===== config.mk =====
export PLATFORM = sky130hd
export DESIGN_NAME = modbus_read_register_responder_unit_flat
export DESIGN_NICKNAME = d
export VERILOG_FILES = /design/src/rtl/mrr_pkg.sv /design/src/rtl/mrr_ifs.sv /design/src/rtl/mrr_datapath.sv /design/src/rtl/mrr_ctrl.sv /design/src/rtl/modbus_read_register_responder_unit.sv /design/src/flat_wrapper.sv
export SDC_FILE = /design/constraint.sdc
export NUM_CORES = 1
export LEC_CHECK = 0
export ABC_CLOCK_PERIOD_IN_PS = 8100
export BUFFER_PORTS_ARGS = -buffer_cell sky130_fd_sc_hd__clkbuf_2
export CAP_MARGIN = 0
export CORE_ASPECT_RATIO = 1.5
export CORE_MARGIN = 1.5
export CORE_UTILIZATION = 40
export DETAILED_ROUTE_END_ITERATION = 16
export PLACE_DENSITY = 0.62
export SKIP_CTS_REPAIR_TIMING = 1
export SLEW_MARGIN = 20
export SYNTH_ARGS = -nofsm -noshare
export SYNTH_HDL_FRONTEND = slang
export SYNTH_SLANG_ARGS = --single-unit

===== constraint.sdc =====
create_clock -name clk -period 8.1 [get_ports clk]
set_input_delay 0.405 -clock clk [delete_from_list [all_inputs] [get_ports clk]]
set_output_delay 0.405 -clock clk [all_outputs]
set_load 0.01 [all_outputs]

===== src/rtl/mrr_pkg.sv =====
`timescale 1ns / 1ps
// ----------------------------------------------------------------------------
// mrr_pkg
// Shared types, constants and the CRC-16 step for the register responder.
// ----------------------------------------------------------------------------
package mrr_pkg;

  localparam int MAX_REGS    = 28;
  localparam int VALUE_SLOTS = 16;

  localparam logic [15:0] CRC_POLY     = 16'hA001;
  localparam logic [15:0] CRC_INIT     = 16'hFFFF;
  localparam logic [7:0]  FUNC_READ_HR = 8'h03;

  localparam logic [15:0] START_VOLT   = 16'h0100;
  localparam logic [15:0] START_CURR   = 16'h0120;
  localparam logic [15:0] START_REACT  = 16'h014E;
  localparam logic [15:0] START_FACTOR = 16'h0132;
  localparam logic [15:0] START_DO_A   = 16'h2100;
  localparam logic [15:0] START_DO_B   = 16'h2000;

  typedef enum logic [1:0] {
    OP_RX_BYTE   = 2'd0,
    OP_FRAME_END = 2'd1,
    OP_VALUE_WR  = 2'd2
  } mrr_op_t;

  typedef enum logic [1:0] {
    ST_IDLE,
    ST_CHK,
    ST_DECIDE,
    ST_SEND
  } mrr_state_t;

  typedef struct packed {
    logic req_wr;
    logic tbl_wr;
    logic clear;
    logic chk_start;
    logic chk_step;
    logic send_start;
    logic send_step;
  } mrr_cmd_t;

  typedef struct packed {
    logic chk_last;
    logic req_ok;
    logic send_last;
  } mrr_sts_t;

  function automatic logic [15:0] crc16_update(input logic [15:0] crc_in,
                                               input logic [7:0]  data);
    logic [15:0] c;
    c = crc_in ^ {8'h00, data};
    for (int i = 0; i < 8; i++) begin
      if (c[0]) begin
        c = (c >> 1) ^ CRC_POLY;
      end else begin
        c = c >> 1;
      end
    end
    return c;
  endfunction

endpackage


===== src/rtl/mrr_ifs.sv =====
`timescale 1ns / 1ps
// ----------------------------------------------------------------------------
// mrr channel interfaces
// Request, response and configuration channels with valid/ready handshake.
// ----------------------------------------------------------------------------
interface mrr_in_if;
  logic        valid;
  logic        ready;
  logic [1:0]  op;
  logic [7:0]  rx_byte;
  logic [3:0]  value_index;
  logic [31:0] value_bits;

  modport source (output valid, output op, output rx_byte, output value_index,
                  output value_bits, input ready);
  modport sink (input valid, input op, input rx_byte, input value_index,
                input value_bits, output ready);
endinterface

interface mrr_out_if;
  logic       valid;
  logic       ready;
  logic [7:0] tx_byte;
  logic       last_byte;

  modport source (output valid, output tx_byte, output last_byte, input ready);
  modport sink (input valid, input tx_byte, input last_byte, output ready);
endinterface

interface mrr_cfg_if;
  logic       valid;
  logic       ready;
  logic [7:0] slave_address;

  modport source (output valid, output slave_address, input ready);
  modport sink (input valid, input slave_address, output ready);
endinterface


===== src/rtl/mrr_datapath.sv =====
`timescale 1ns / 1ps
// ----------------------------------------------------------------------------
// mrr_datapath
// Request buffer, value table, crc unit, request check and response byte
// generation with the output payload register.
// ----------------------------------------------------------------------------
module mrr_datapath
  import mrr_pkg::*;
(
  input  logic        clk,
  input  logic        rst_n,
  input  mrr_cmd_t    cmd,
  output mrr_sts_t    sts,
  input  logic [7:0]  rx_byte,
  input  logic [3:0]  value_index,
  input  logic [31:0] value_bits,
  input  logic        cfg_wr,
  input  logic [7:0]  cfg_addr,
  output logic [7:0]  tx_byte,
  output logic        last_byte
);

  logic [7:0]  req_r [8];
  logic [3:0]  byte_cnt_r;
  logic [31:0] value_table_r [VALUE_SLOTS];
  logic [7:0]  slave_addr_r;
  logic [15:0] crc_r;
  logic [2:0]  chk_cnt_r;
  logic [5:0]  k_r;
  logic [7:0]  out_byte_r;
  logic        out_last_r;

  logic [15:0] start_addr;
  logic [15:0] qty;
  logic [4:0]  qty5;
  logic [5:0]  nbytes;
  logic [5:0]  data_end;
  logic [3:0]  base;
  logic [2:0]  grp_count;
  logic        little;
  logic        known;
  logic [5:0]  p;
  logic [3:0]  j;
  logic [1:0]  b;
  logic [3:0]  pairs;
  logic [3:0]  slot;
  logic [31:0] w;
  logic [7:0]  cur_byte;
  logic        is_last;
  logic        crc_en;

  // request decode
  always_comb begin
    start_addr = {req_r[2], req_r[3]};
    qty        = {req_r[4], req_r[5]};
    qty5       = qty[4:0];
    nbytes     = {qty5, 1'b0};
    data_end   = 6'd3 + nbytes;
    base       = 4'd0;
    grp_count  = 3'd0;
    little     = 1'b0;
    known      = 1'b1;
    if (start_addr == START_VOLT) begin
      base = 4'd0;  grp_count = 3'd3;
    end else if (start_addr == START_CURR) begin
      base = 4'd3;  grp_count = 3'd3;
    end else if (start_addr == START_REACT) begin
      base = 4'd6;  grp_count = 3'd3;
    end else if (start_addr == START_FACTOR) begin
      base = 4'd9;  grp_count = 3'd4;
    end else if (start_addr == START_DO_A || start_addr == START_DO_B) begin
      base = (qty == 16'd2) ? 4'd13 : 4'd14;
      grp_count = 3'd4;
      little = 1'b1;
    end else begin
      known = 1'b0;
    end
  end

  assign sts.chk_last = (chk_cnt_r == 3'd5);
  assign sts.req_ok   = (req_r[0] == slave_addr_r) && (req_r[1] == FUNC_READ_HR)
                     && (req_r[6] == crc_r[7:0]) && (req_r[7] == crc_r[15:8])
                     && known && (qty != 16'd0) && (qty <= 16'(MAX_REGS));

  // response byte at position k_r
  always_comb begin
    p        = k_r - 6'd3;
    j        = p[5:2];
    b        = p[1:0];
    pairs    = qty5[4:1];
    slot     = little ? base : (base + j);
    w        = value_table_r[slot];
    is_last  = 1'b0;
    crc_en   = 1'b0;
    cur_byte = 8'h00;
    if (k_r == 6'd0) begin
      cur_byte = slave_addr_r;
      crc_en   = 1'b1;
    end else if (k_r == 6'd1) begin
      cur_byte = FUNC_READ_HR;
      crc_en   = 1'b1;
    end else if (k_r == 6'd2) begin
      cur_byte = {2'b00, nbytes};
      crc_en   = 1'b1;
    end else if (k_r < data_end) begin
      crc_en = 1'b1;
      if (j < pairs && j < {1'b0, grp_count}) begin
        if (little) begin
          case (b)
            2'd0:    cur_byte = w[7:0];
            2'd1:    cur_byte = w[15:8];
            2'd2:    cur_byte = w[23:16];
            default: cur_byte = w[31:24];
          endcase
        end else begin
          case (b)
            2'd0:    cur_byte = w[15:8];
            2'd1:    cur_byte = w[7:0];
            2'd2:    cur_byte = w[31:24];
            default: cur_byte = w[23:16];
          endcase
        end
      end
    end else if (k_r == data_end) begin
      cur_byte = crc_r[7:0];
    end else begin
      cur_byte = crc_r[15:8];
      is_last  = 1'b1;
    end
  end

  assign sts.send_last = is_last;

  always_ff @(posedge clk) begin
    if (!rst_n) begin
      for (int i = 0; i < 8; i++) begin
        req_r[i] <= 8'h00;
      end
      byte_cnt_r <= 4'd0;
    end else if (cmd.clear) begin
      for (int i = 0; i < 8; i++) begin
        req_r[i] <= 8'h00;
      end
      byte_cnt_r <= 4'd0;
    end else if (cmd.req_wr && byte_cnt_r < 4'd8) begin
      req_r[byte_cnt_r[2:0]] <= rx_byte;
      byte_cnt_r             <= byte_cnt_r + 4'd1;
    end
  end

  always_ff @(posedge clk) begin
    if (!rst_n) begin
      for (int i = 0; i < VALUE_SLOTS; i++) begin
        value_table_r[i] <= 32'h0;
      end
    end else if (cmd.tbl_wr && 32'(value_index) < VALUE_SLOTS) begin
      value_table_r[value_index] <= value_bits;
    end
  end

  always_ff @(posedge clk) begin
    if (!rst_n) begin
      slave_addr_r <= 8'd1;
    end else if (cfg_wr) begin
      slave_addr_r <= cfg_addr;
    end
  end

  always_ff @(posedge clk) begin
    if (!rst_n) begin
      crc_r     <= CRC_INIT;
      chk_cnt_r <= 3'd0;
      k_r       <= 6'd0;
    end else if (cmd.chk_start) begin
      crc_r     <= CRC_INIT;
      chk_cnt_r <= 3'd0;
    end else if (cmd.chk_step) begin
      crc_r     <= crc16_update(crc_r, req_r[chk_cnt_r]);
      chk_cnt_r <= chk_cnt_r + 3'd1;
    end else if (cmd.send_start) begin
      crc_r <= CRC_INIT;
      k_r   <= 6'd0;
    end else if (cmd.send_step) begin
      if (crc_en) begin
        crc_r <= crc16_update(crc_r, cur_byte);
      end
      k_r <= k_r + 6'd1;
    end
  end

  always_ff @(posedge clk) begin
    if (cmd.send_step) begin
      out_byte_r <= cur_byte;
      out_last_r <= is_last;
    end
  end

  assign tx_byte   = out_byte_r;
  assign last_byte = out_last_r;

`ifndef SYNTHESIS
  a_cnt_bound: assert property (@(posedge clk) disable iff (!rst_n)
    byte_cnt_r <= 4'd8)
    else $error("request byte count out of range");

  a_clear: assert property (@(posedge clk) disable iff (!rst_n)
    cmd.clear |=> byte_cnt_r == 4'd0 && req_r[0] == 8'h00)
    else $error("request buffer not cleared");

  a_last_flag: assert property (@(posedge clk) disable iff (!rst_n)
    cmd.send_step && is_last |=> out_last_r && out_byte_r == $past(crc_r[15:8]))
    else $error("final crc byte wrong");
`endif

endmodule


===== src/rtl/mrr_ctrl.sv =====
`timescale 1ns / 1ps
// ----------------------------------------------------------------------------
// mrr_ctrl
// Sequencer: request intake, crc check pass, decision and response stream,
// plus the response valid flag.
// ----------------------------------------------------------------------------
module mrr_ctrl
  import mrr_pkg::*;
(
  input  logic       clk,
  input  logic       rst_n,
  input  logic       in_valid,
  input  logic [1:0] in_op,
  output logic       in_ready,
  output logic       out_valid,
  input  logic       out_ready,
  output mrr_cmd_t   cmd,
  input  mrr_sts_t   sts
);

  mrr_state_t state_r, state_nxt;
  logic       out_valid_r, out_valid_nxt;

  always_ff @(posedge clk) begin
    if (!rst_n) begin
      state_r     <= ST_IDLE;
      out_valid_r <= 1'b0;
    end else begin
      state_r     <= state_nxt;
      out_valid_r <= out_valid_nxt;
    end
  end

  always_comb begin
    state_nxt     = state_r;
    out_valid_nxt = out_valid_r & ~out_ready;
    cmd           = '0;
    in_ready      = (state_r == ST_IDLE);
    unique case (state_r)
      ST_IDLE: begin
        if (in_valid) begin
          unique case (in_op)
            OP_RX_BYTE:   cmd.req_wr = 1'b1;
            OP_FRAME_END: begin
              cmd.chk_start = 1'b1;
              state_nxt     = ST_CHK;
            end
            OP_VALUE_WR:  cmd.tbl_wr = 1'b1;
            default: ;
          endcase
        end
      end
      ST_CHK: begin
        cmd.chk_step = 1'b1;
        if (sts.chk_last) begin
          state_nxt = ST_DECIDE;
        end
      end
      ST_DECIDE: begin
        if (sts.req_ok) begin
          cmd.send_start = 1'b1;
          state_nxt      = ST_SEND;
        end else begin
          cmd.clear = 1'b1;
          state_nxt = ST_IDLE;
        end
      end
      ST_SEND: begin
        if (!out_valid_r || out_ready) begin
          cmd.send_step = 1'b1;
          out_valid_nxt = 1'b1;
          if (sts.send_last) begin
            cmd.clear = 1'b1;
            state_nxt = ST_IDLE;
          end
        end
      end
      default: state_nxt = ST_IDLE;
    endcase
  end

  assign out_valid = out_valid_r;

`ifndef SYNTHESIS
  a_frame_end: assert property (@(posedge clk) disable iff (!rst_n)
    in_valid && in_ready && in_op == OP_FRAME_END |=> state_r == ST_CHK)
    else $error("frame end did not start check");

  a_chk_done: assert property (@(posedge clk) disable iff (!rst_n)
    state_r == ST_CHK && sts.chk_last |=> state_r == ST_DECIDE)
    else $error("check pass did not end");

  a_send_done: assert property (@(posedge clk) disable iff (!rst_n)
    cmd.send_step && sts.send_last |=> state_r == ST_IDLE && out_valid_r)
    else $error("response end not handled");
`endif

endmodule


===== src/rtl/modbus_read_register_responder_unit.sv =====
`timescale 1ns / 1ps
// ----------------------------------------------------------------------------
// modbus_read_register_responder_unit
// Function 3 slave: buffers request bytes, keeps a value table and streams
// the response frame with its crc.
//
//   channel  dir  payload                                   transfer
//   in_      in   op, rx_byte, value_index, value_bits      valid & ready
//   out_     out  tx_byte, last_byte                        valid & ready
//   cfg_     in   slave_address                             valid & ready
//
// byte and value items are taken one per cycle while the sequencer is idle
// frame end: a crc pass over the first six request bytes, a decision, then one
// response byte per cycle (5 + 2 * quantity bytes) while out_ready is high
// a rejected frame is dropped; a stalled output holds the sequencer
// synchronous active-low reset; value table cleared, station address 1
// ----------------------------------------------------------------------------
module modbus_read_register_responder_unit
  import mrr_pkg::*;
(
  input  logic      clk,
  input  logic      rst_n,
  mrr_in_if.sink    in_chan,
  mrr_out_if.source out_chan,
  mrr_cfg_if.sink   cfg_chan
);

  mrr_cmd_t cmd;
  mrr_sts_t sts;
  logic     cfg_wr;

  assign cfg_chan.ready = 1'b1;
  assign cfg_wr         = cfg_chan.valid;

  mrr_ctrl u_ctrl (
    .clk       (clk),
    .rst_n     (rst_n),
    .in_valid  (in_chan.valid),
    .in_op     (in_chan.op),
    .in_ready  (in_chan.ready),
    .out_valid (out_chan.valid),
    .out_ready (out_chan.ready),
    .cmd       (cmd),
    .sts       (sts)
  );

  mrr_datapath u_dp (
    .clk         (clk),
    .rst_n       (rst_n),
    .cmd         (cmd),
    .sts         (sts),
    .rx_byte     (in_chan.rx_byte),
    .value_index (in_chan.value_index),
    .value_bits  (in_chan.value_bits),
    .cfg_wr      (cfg_wr),
    .cfg_addr    (cfg_chan.slave_address),
    .tx_byte     (out_chan.tx_byte),
    .last_byte   (out_chan.last_byte)
  );

endmodule

===== src/flat_wrapper.sv =====
// flat-port wrapper written by rule: the top's interface ports become plain ports
module modbus_read_register_responder_unit_flat import mrr_pkg::*;
  (clk, rst_n, in_chan_valid, in_chan_op, in_chan_rx_byte, in_chan_value_index, in_chan_value_bits, in_chan_ready, out_chan_valid, out_chan_tx_byte, out_chan_last_byte, out_chan_ready, cfg_chan_valid, cfg_chan_slave_address, cfg_chan_ready);
  mrr_in_if in_chan_i ();
  mrr_out_if out_chan_i ();
  mrr_cfg_if cfg_chan_i ();
  input  logic clk;
  input  logic rst_n;
  input wire logic [$bits(in_chan_i.valid)-1:0] in_chan_valid;
  input wire logic [$bits(in_chan_i.op)-1:0] in_chan_op;
  input wire logic [$bits(in_chan_i.rx_byte)-1:0] in_chan_rx_byte;
  input wire logic [$bits(in_chan_i.value_index)-1:0] in_chan_value_index;
  input wire logic [$bits(in_chan_i.value_bits)-1:0] in_chan_value_bits;
  output wire logic [$bits(in_chan_i.ready)-1:0] in_chan_ready;
  output wire logic [$bits(out_chan_i.valid)-1:0] out_chan_valid;
  output wire logic [$bits(out_chan_i.tx_byte)-1:0] out_chan_tx_byte;
  output wire logic [$bits(out_chan_i.last_byte)-1:0] out_chan_last_byte;
  input wire logic [$bits(out_chan_i.ready)-1:0] out_chan_ready;
  input wire logic [$bits(cfg_chan_i.valid)-1:0] cfg_chan_valid;
  input wire logic [$bits(cfg_chan_i.slave_address)-1:0] cfg_chan_slave_address;
  output wire logic [$bits(cfg_chan_i.ready)-1:0] cfg_chan_ready;
  assign in_chan_i.valid = in_chan_valid;
  assign in_chan_i.op = in_chan_op;
  assign in_chan_i.rx_byte = in_chan_rx_byte;
  assign in_chan_i.value_index = in_chan_value_index;
  assign in_chan_i.value_bits = in_chan_value_bits;
  assign in_chan_ready = in_chan_i.ready;
  assign out_chan_valid = out_chan_i.valid;
  assign out_chan_tx_byte = out_chan_i.tx_byte;
  assign out_chan_last_byte = out_chan_i.last_byte;
  assign out_chan_i.ready = out_chan_ready;
  assign cfg_chan_i.valid = cfg_chan_valid;
  assign cfg_chan_i.slave_address = cfg_chan_slave_address;
  assign cfg_chan_ready = cfg_chan_i.ready;
  modbus_read_register_responder_unit u_core (.clk(clk), .rst_n(rst_n), .in_chan(in_chan_i), .out_chan(out_chan_i), .cfg_chan(cfg_chan_i));
endmodule

== Word-level counts from Yosys, hierarchy flattened ==
Memory sizes are Yosys's and may differ from the RTL's. A register that Yosys moved wholly into a read port is not among the register bits.
Cells that the tools add are included.

* Flip-flop bits (word level): 49
* Bits in writable memories: 576
* Input bits: 59
* Output and inout port bits: 12
* Word-level logic and storage cells: 282
* Memories: 2

{| class="wikitable"
|+ Memories
! memory !! words !! width !! rd ports !! clocked after memory_dff !! write ports !! line !! source
|-
| u_core.u_dp.value_table_r || 16 || 32 || 1 || 0 || 16 || mrr_datapath.sv:25 || <nowiki>logic [31:0] value_table_r [VALUE_SLOTS];</nowiki>
|-
| u_core.u_dp.req_r || 8 || 8 || 9 || 1 || 8 || mrr_datapath.sv:23 || <nowiki>logic [7:0] req_r [8];</nowiki>
|}

* Add/subtract/negate cells: 6
* $lt $le $gt $ge: 5
* Equality and inequality tests: 27
* Multiplexer cells: 176
* Bitwise gates (word level): 31
* Reductions and logical operators: 26

{| class="wikitable"
|+ Operators with widths
! operator !! count
|-
| $mux 16 || 83
|-
| $mux 8 || 16
|-
| $eq 16x9->1 const B || 4
|-
| $not 2->3 || 16
|-
| $pmux 8 s3 || 2
|-
| $mux 1 || 46
|-
| $eq 16x14->1 const B || 2
|-
| $mux 32 || 1
|-
| $reduce_or 32->1 || 1
|-
| $xor 16x8->16 || 2
|-
| $mux 4 || 7
|-
| $eq 8x8->1 || 3
|-
| $mux 3 || 8
|-
| $mux 2 || 9
|-
| $eq 16x2->1 const B || 1
|-
| $le 16x5->1 const B || 1
|-
| $reduce_bool 16->1 || 1
|-
| $mux 6 || 2
|-
| $eq 2x2->1 const B || 4
|-
| $eq 8x2->1 const B || 1
|-
| $logic_and 1x1->1 || 8
|-
| $or 1x1->1 || 8
|-
| $pmux 2 s4 || 1
|-
| $reduce_or 8->1 || 1
|-
| other kinds (30) || 43
|}

== Logic depth before layout (Yosys ltp) ==
Gate-level depths: netlist of the first run.
An unclocked memory read counts as a cell.

* Depth after elaboration: 81
* Mapped depth: 28
* Gate-level depth less buffers: 23

== By module ==
From an unflattened synthesis of the first run, not the netlist that was laid out.

* Cells, all modules: 2467
* Area, all modules: 32122.1 sq um

{| class="wikitable"
|+ By module, submodules not included
! module !! times used !! cells an instance !! area an instance (sq um) !! sequential area each (sq um)
|-
| mrr_datapath || 1 || 2440 || 31900.6 || 18367.6
|-
| mrr_ctrl || 1 || 25 || 210.2 || 60.1
|-
| modbus_read_register_responder_unit || 1 || 2 || 11.3 || 0.0
|}

== Least setup slack after synthesis of the first run ==
Ideal clock, no wire load.

* Kind: register to register
* Start point: memory u_core.u_dp.req_r[5][0]
* End point: register u_core.u_dp.crc_r[15]
* Setup time: 0.120 ns
* Arrival time: 6.700 ns
* Data required time: 7.980 ns
* Slack: 1.281 ns
* Cell stages (with the launch flop): 24
* Buffers on the path: 5
* Clock period less this slack: 6.819 ns
* Path through: edfxtp_1 > inv_1 > ha_1 > or4b_2 > or4_1 > buf_2 > nand2_2 > clkbuf_1 > nand2_1 > fa_1 > buf_1 > buf_1 > clkbuf_1 > mux4_2 > mux4_2 > nand2_1 > nand2_1 > a221oi_1 > o41ai_2 > xor2_1 > xor3_1 > xnor3_1 > a21oi_1 > a211o_1

{| class="wikitable"
|+ RTL lines
! item !! line !! source
|-
| start: declaration || mrr_datapath.sv:23 ||
|-
| end signal: assignment || mrr_datapath.sv:178 || <nowiki>crc_r <= crc16_update(crc_r, req_r[chk_cnt_r]);</nowiki>
|-
| end signal: assignment || mrr_datapath.sv:185 || <nowiki>crc_r <= crc16_update(crc_r, cur_byte);</nowiki>
|-
| end: declaration || mrr_datapath.sv:27 || <nowiki>logic [15:0] crc_r;</nowiki>
|}

==> reports/results.ini, run 1 <==
[status]
status = finished clean

[cells_and_area]
final_util = 0.455
layout-drive-gt1-share = 0.146
instances_no_fill = 3704
final_area_mm2 = 0.0353
area_delta_synth_final_pct = 12.2
fin_nets = 2723

[critical_path]
path_cells = inv_1 -> ha_1 -> or4b_2 -> or4_1 -> nor2_1 -> nor2_1 -> o21ai_0 -> ha_4 -> fa_4 -> buf_4 -> mux4_2 -> nand2_1 -> nand3_1 -> a31oi_1 -> nand2_1 -> a221oi_1 -> o41ai_2 -> xor2_1 -> xor3_1 -> xnor3_1 -> a21oi_1 -> a211o_1
crit_path_max_incr_delay_ns = 0.71
reg2reg_slack_ns = 0.71
worst-setup-path-type = flop to flop
startpoint_type = flop
reg2reg_to = u_core.u_dp.crc_r[15]
rr_startpoint = u_core.u_dp.req_r[5][0]
worstSetupEndpointType = flop
rr_worst_depth = 22
required_ns = 8.64
path_max_fanout = 23
crit_slowest_cell = a221oi_1
cp.arrival_ns = 7.93

[place]
post-dp-hpwl_um = 72300
place_area_mm2 = 0.0334
port_buffers = 69
dp_slack_ns = 0.867
place_inst = 3594
finalWeightedCongestion = 0.952

[floorplanning]
die_h_um = 347
die_area_mm2 = 0.0805
die_w_um = 232
start_util = 0.405
rows = 125
num_io_pins = 71
core_area_mm2 = 0.0777

[hold_path]
min_to = u_core.u_dp.slave_addr_r[1]
whs_path_depth = 3
hold_start = cfg_chan_slave_address[1]
hold_path_class = input port to flop

[timing]
tns_ns = 0
setup_viol_count_final = 0
final.period_utilization = 0.913
slew_violations = 0
clock-skew-final_ns = 0.0174
rsz0062_at_grt = no
tightestPinTransition_ns = 1.06
hold_viol_final = 0
fin_ws_ns = 0.707
slew_headroom = 0.285
period_minus_slack_ns = 7.39
clock.fmax_ghz = 0.135

[power]
power_density_mw_per_mm2 = 226
ir_drop_mv = 0.173
cellLeakagePower_nw = 13.0

[routing]
firstDrtPassIters = 7
drc = 0
wire_per_inst_um = 31.8
detail_route.vias_per_cell = 6.20
drtIter0Drc = 2919
wl_um = 118000
num_vias = 22947
ant_nets = 0

[global_routing]
grtUsageTotal = 0.292
grt_max_degree = 48
grt-ovfl-total = 0
grt_pass1_wl_um = 167000
antenna_found_initial = 8
grt_pass1_vias = 22937

[yosys]
yosysTopAreaCellShare = 0.558
ys_async_sr_fraction = 0
postSynthCellCount = 2612
synth_area_mm2 = 0.0315
syn-num-nets = 2696
synth-main-ff-cell = edfxtp_1
synth_edf_count = 585
syn_avg_cell_area_um2 = 12.1
synth_cell_types = 90
synth.yosys.seq_area_share = 0.585
synth_area_leaders = edfxtp_1 56%, and2_1 12%, mux4_2 2.9%
yosysTopAreaCell = edfxtp_1
yosys_warnings = 0
synth-seq-cells = 628

[cts]
cts-htree-levels = 2
cts_tree = built
cts_root_buf = clkbuf_16
cts.sinks = 628
cts_buffer_depth = 3
clk_latency_ns = 0.65
clk_pin_slew_ns = 0.07
cts_buffers = 58

[flow_run]
drv_cap = 0

## synth_stat cells (7+ instances only)
cell,instances
a211oi_1,21
a21o_1,7
a21oi_1,72
a221oi_1,8
a22oi_1,11
a31oi_1,16
and2_1,587
and3_1,12
buf_1,18
buf_2,19
clkbuf_1,153
dfxtp_1,43
edfxtp_1,585
ha_1,24
inv_1,22
mux2_2,32
mux2i_1,64
mux4_2,41
nand2_1,166
nand2b_1,18
nand3_1,41
nand4_1,9
nor2_1,128
nor2b_1,13
nor3_1,38
nor4_1,28
o211ai_1,12
o21ai_0,81
o221ai_1,46
o22a_1,17
o22ai_1,64
o32ai_1,7
or3_1,11
or4_1,8
xnor2_1,30
xor2_1,44
## cells by family after synthesis
logic type / synth area share
and+or+nand+nor: 0.192
other: 0.000119
DFF: 0.585
xor gates and xnor gates: 0.0261
muxes: 0.0615
buffers and inverters: 0.0274
AOI/OAI and AO/OA: 0.0979
adders and majority gates: 0.0102
## metrics by stage
step | total power (W) | hold WS [ns]
after floorplan | 0.00471 | 0.444
after global placement | 0.00518 | 0.460
after detailed placement | 0.00519 | 0.462
after CTS | 0.00798 | -0.0386
after global routing | 0.00820 | 0.0362
final | 0.00799 | 0.0194
## area by class of cell
type                            count  area [um2]
Fill cell                        6866       42400
Sequential cell                   628       18400
Multi-Input combinational cell   1766       12500
Clock buffer                       67        1510
Tap cell                         1016        1270
Timing Repair Buffer              163        1090
Clock inverter                     37         393
Inverter                           22        82.6
Antenna cell                        5        12.5
## cells in the final DEF, fill, tap and decap left out, drive strengths merged, types with 22 or more instances in the layout
cell type	instances
xnor2	31
inv	23
mux2	32
mux4	41
buf	93
dfxtp	43
a21oi	72
a211oi	22
o221ai	46
o21ai	85
mux2i	65
nor4	31
nand3	41
clkinv	25
clkbuf	136
ha	24
nor2	128
edfxtp	585
nor3	38
o22ai	64
xor2	46
and2	587
nand2	167
## sequential cells by signal, indices dropped and copies added (netlist names), named ones only
| register | flops |
|---|---|
| u_core.u_dp.tx_byte | 8 |
| u_core.u_ctrl.out_valid | 1 |
| u_core.u_dp.crc_r | 16 |
| u_core.u_ctrl.state_r | 2 |
| u_core.u_dp.chk_cnt_r | 3 |
| u_core.u_dp.byte_cnt_r | 4 |
| u_core.u_dp.req_r | 64 |
| u_core.u_dp.k_r | 6 |
| u_core.u_dp.last_byte | 1 |
| u_core.u_dp.value_table_r | 512 |
| u_core.u_dp.slave_addr_r | 8 |
## metal layers
metal  up-vias  GRT usage  part of all wire
li1       9637          -                 -
met1     11437      0.329              0.34
met2      1433      0.484              0.48
met3       432     0.0592             0.092
met4         8      0.222             0.084
met5         -          0           0.00042
## how the worst max path moves through the flow
stage	startpoint	to	slack, ns	cells past startpoint
2_1_floorplan	u_core.u_dp.req_r[5][0]	u_core.u_dp.crc_r[15]	1.28	23
3_3_place_gp	u_core.u_dp.req_r[5][0]	u_core.u_dp.crc_r[0]	0.86	25
3_5_place_dp	u_core.u_dp.req_r[5][0]	u_core.u_dp.crc_r[15]	0.87	23
4_1_cts	u_core.u_dp.req_r[5][0]	u_core.u_dp.crc_r[0]	0.84	25
5_1_grt	u_core.u_dp.req_r[5][0]	u_core.u_dp.crc_r[15]	0.50	22
6_report	u_core.u_dp.req_r[5][0]	u_core.u_dp.crc_r[15]	0.71	22
## critical path, delay by kind of cell (launching register included)
| family | cells | cell delay [ns] |
|---|---|---|
| buffers and inverters | 2 | 0.43 |
| xor gates and xnor gates | 3 | 1.14 |
| adders and majority gates | 3 | 1.04 |
| DFF | 1 | 0.47 |
| and+or+nand+nor | 7 | 2.14 |
| muxes | 1 | 0.33 |
| AOI/OAI and AO/OA | 6 | 1.72 |
## where the power goes
| part | switching [W] | internal [W] | total, W |
|---|---|---|---|
| Combinational | 0.000768 | 0.000446 | 0.00121 |
| Sequential | 0.000192 | 0.00375 | 0.00394 |
| Clock | 0.00126 | 0.00158 | 0.00284 |
Power figures use the tool's default switching activity.
==> run 2, diff against run 1 <==
--- a/config.mk
+++ b/config.mk
@@ -5,6 +5,7 @@
 export SDC_FILE = /design/constraint.sdc
 export NUM_CORES = 1
 export LEC_CHECK = 0
+export ABC_AREA = 1
 export ABC_CLOCK_PERIOD_IN_PS = 8100
 export BUFFER_PORTS_ARGS = -buffer_cell sky130_fd_sc_hd__clkbuf_2
 export CAP_MARGIN = 0
==> reports/results.ini, run 2 <==
[timing]
clock.fmax_ghz = 0.156  ; was 0.135 GHz
slew_violations = 0  ; unchanged
hold_slack_ns = -0.0153  ; was 0.0194 ns
clock-skew-final_ns = 0.0352  ; was 0.0174 ns
period_minus_slack_ns = 6.42  ; was 7.39 ns
setup_viol_count_final = 0  ; unchanged
tightestPinTransition_ns = 1.10  ; was 1.06 ns
final.period_utilization = 0.793  ; was 0.913
tns_ns = 0  ; unchanged
rsz0062_at_grt = no  ; unchanged
slew_headroom = 0.268  ; was 0.285
hold_viol_final = 4  ; was 0

[cells_and_area]
final_cell_mix = 708 x nand3_1, 660 x nor2_1, 585 x edfxtp_1, 571 x nand2_1, 154 x inv_1  ; was 587 x and2_1, 585 x edfxtp_1, 166 x nand2_1, 116 x nor2_1, 89 x buf_4
largest_reg_flops = 512  ; unchanged
biggestRegsByFlops = u_core.u_dp.value_table_r: 512 flops, u_core.u_dp.req_r: 64 flops, u_core.u_dp.crc_r: 16 flops  ; unchanged
diodes = 0  ; was 5
area_delta_synth_final_pct = 9.41  ; was 12.2%
multi_input_area_mm2 = 0.0110  ; was 0.0125 mm2
nFillCells = 7360  ; was 6866
final_area_mm2 = 0.0341  ; was 0.0353 mm2
regMostFlops = u_core.u_dp.value_table_r  ; unchanged
regArea_mm2 = 0.0184  ; unchanged
layout-drive-gt1-share = 0.0862  ; was 0.146
fin_nets = 3402  ; was 2723
final_common_cell = nand3_1  ; was and2_1

[place]
port_buffers = 69  ; unchanged
finalWeightedCongestion = 0.912  ; was 0.952
place_area_mm2 = 0.0322  ; was 0.0334 mm2
post-dp-hpwl_um = 60000  ; was 72300 um

[routing]
routedLengthMet1_um = 36700  ; was 40400 um
detail_route.vias_per_cell = 5.74  ; was 6.20
wl_um = 103000  ; was 118000 um
firstDrtPassIters = 8  ; was 7
ant_nets = 0  ; unchanged
drtIter0Drc = 2791  ; was 2919
drc = 0  ; unchanged
num_vias = 25150  ; was 22947
met2WireLength_um = 51100  ; was 56700 um
top_layer = met4  ; was met5
dr_wl_met3_um = 8740  ; was 10800 um
wire_per_inst_um = 23.6  ; was 31.8 um

[yosys]
synth_area_mm2 = 0.0311  ; was 0.0315 mm2
synth_area_leaders = edfxtp_1 56%, nand3_1 11%, nor2_1 8.0%  ; was edfxtp_1 56%, and2_1 12%, mux4_2 2.9%
ys_async_sr_fraction = 0  ; unchanged
yosysTopAreaCellShare = 0.564  ; was 0.558
synth.yosys.seq_area_share = 0.592  ; was 0.585
synth_cell_types = 55  ; was 90
synth-seq-cells = 628  ; unchanged
synthTopCellsByCount = 708 x nand3_1, 660 x nor2_1, 603 x nand2_1, 585 x edfxtp_1, 155 x inv_1  ; was 587 x and2_1, 585 x edfxtp_1, 166 x nand2_1, 153 x clkbuf_1, 128 x nor2_1
syn-num-nets = 3439  ; was 2696
synth_most_common_cell = nand3_1  ; was and2_1
syn_avg_cell_area_um2 = 9.28  ; was 12.1 um2
postSynthCellCount = 3355  ; was 2612
yosys_warnings = 0  ; unchanged
yosysTopAreaCell = edfxtp_1  ; unchanged
synth_edf_count = 585  ; unchanged
synth-main-ff-cell = edfxtp_1  ; unchanged

[critical_path]
rr_startpoint = u_core.u_dp.req_r[3][6]  ; was u_core.u_dp.req_r[5][0]
critPathTopFamily = simple AND/OR/NAND/NOR gates  ; unchanged
worst-setup-path-type = flop to flop  ; unchanged
crit_path_max_incr_delay_ns = 0.80  ; was 0.71 ns
crit_slowest_cell = buf_4  ; was a221oi_1
startpoint_type = flop  ; unchanged
worstSetupEndpointType = flop  ; unchanged
cp.arrival_ns = 6.96  ; was 7.93 ns
crit_top_cell = nand2_1
crit_start = u_core.u_dp.req_r[3][6]  ; was u_core.u_dp.req_r[5][0]
required_ns = 8.64  ; about the same
path_max_fanout = 97  ; was 23
cp_num_buf_inv = 4  ; was 2

[cts]
cts-htree-levels = 2  ; unchanged
clk_latency_ns = 0.68  ; was 0.65 ns
clk_pin_slew_ns = 0.06  ; was 0.07 ns
cts_buffer_depth = 3  ; unchanged
cts_root_buf = clkbuf_16  ; unchanged
cts_tree = built  ; unchanged
cts.sinks = 628  ; unchanged
cts_buffers = 59  ; was 58

[hold_path]
hold_start = cfg_chan_slave_address[4]  ; was cfg_chan_slave_address[1]
hold_path_class = input port to flop  ; unchanged

[floorplanning]
core_area_mm2 = 0.0773  ; was 0.0777 mm2
rows = 125  ; unchanged
start_util = 0.403  ; was 0.405
die_h_um = 345  ; was 347 um
die_area_mm2 = 0.0796  ; was 0.0805 mm2
die_w_um = 231  ; was 232 um
num_io_pins = 71  ; unchanged

[status]
failed_checks = hold timing
status = finished with violations  ; was finished clean

[power]
power_density_mw_per_mm2 = 266  ; was 226 mW/mm2
cellLeakagePower_nw = 13.6  ; was 13.0 nW
ir_drop_mv = 0.193  ; was 0.173 mV

[global_routing]
grt_pass1_wl_um = 152000  ; was 167000 um
grt-ovfl-total = 0  ; unchanged
grt_pass1_vias = 23918  ; was 22937
grt_max_degree = 171  ; was 48
grtUsageTotal = 0.256  ; was 0.292
antenna_found_initial = 0  ; was 8

[flow_run]
drv_cap = 0  ; unchanged

-- run 2: changes by cell type after synthesis, moves of 64 or more --
cell / change
mux2i_1: -64
inv_1: +133
and2_1: -587
nand3_1: +667
nor2_1: +532
nand2_1: +437
-- run 2: per-layer routing --
layer,up-vias,GRT usage
li1,11348,-
met5,-,0
met3,359,0.0360
met2,1396,0.442
met4,0,0.165
met1,12047,0.300
-- run 2: final cells by class --
| type | instances | area share |
|---|---|---|
| tap | 1016 | 0.0373 |
| inverter | 168 | 0.0185 |
| sequential | 628 | 0.541 |
| clock buffer | 75 | 0.0451 |
| clock inverter | 34 | 0.0104 |
| timing repair buffer | 131 | 0.0250 |
| multi-input combinational | 2330 | 0.323 |
-- run 2: cells by family after synthesis --
family,synth area share
fa+ha+maj,0.0103
compound gates,0.0366
xor+xnor,0.0157
flops,0.592
buf+inv,0.0591
simple gates,0.287
other cells,0.000120
-- run 2: through the flow --
step           hold WS [ns]   util  setup WS (ns)  power [W]  cells
2_1_floorplan         0.449      -           3.63    0.00558   3355
3_3_place_gp          0.474  0.416           1.88    0.00627   4271
3_5_place_dp          0.478  0.416           1.83    0.00628   4271
4_1_cts             -0.0427  0.441           1.81    0.00904   4380
5_1_grt             0.00888  0.441           1.24    0.00941   4382
6_report            -0.0153  0.441           1.68    0.00908   4382
-- run 2: tightest hold or removal path, cell delays in order --
cell and delay (ns):
clkbuf_2 0.07, nor2_1 0.03, nor2_1 0.08
-- run 2: worst paths after layout --
kind,endpoint,slack (ns),cells after the start
worst max-delay path,u_core.u_dp.crc_r[0],1.68,41
worst min-delay path,u_core.u_dp.slave_addr_r[4],-0.02,3
worst max register to register,u_core.u_dp.crc_r[0],1.68,41
worst min register to register,u_core.u_dp.byte_cnt_r[3],0.48,2
-- run 2: power by group --
| group | internal (W) | switching (W) |
|---|---|---|
| Sequential | 0.00376 | 0.000174 |
| Combinational | 0.000699 | 0.00164 |
| Clock | 0.00153 | 0.00127 |
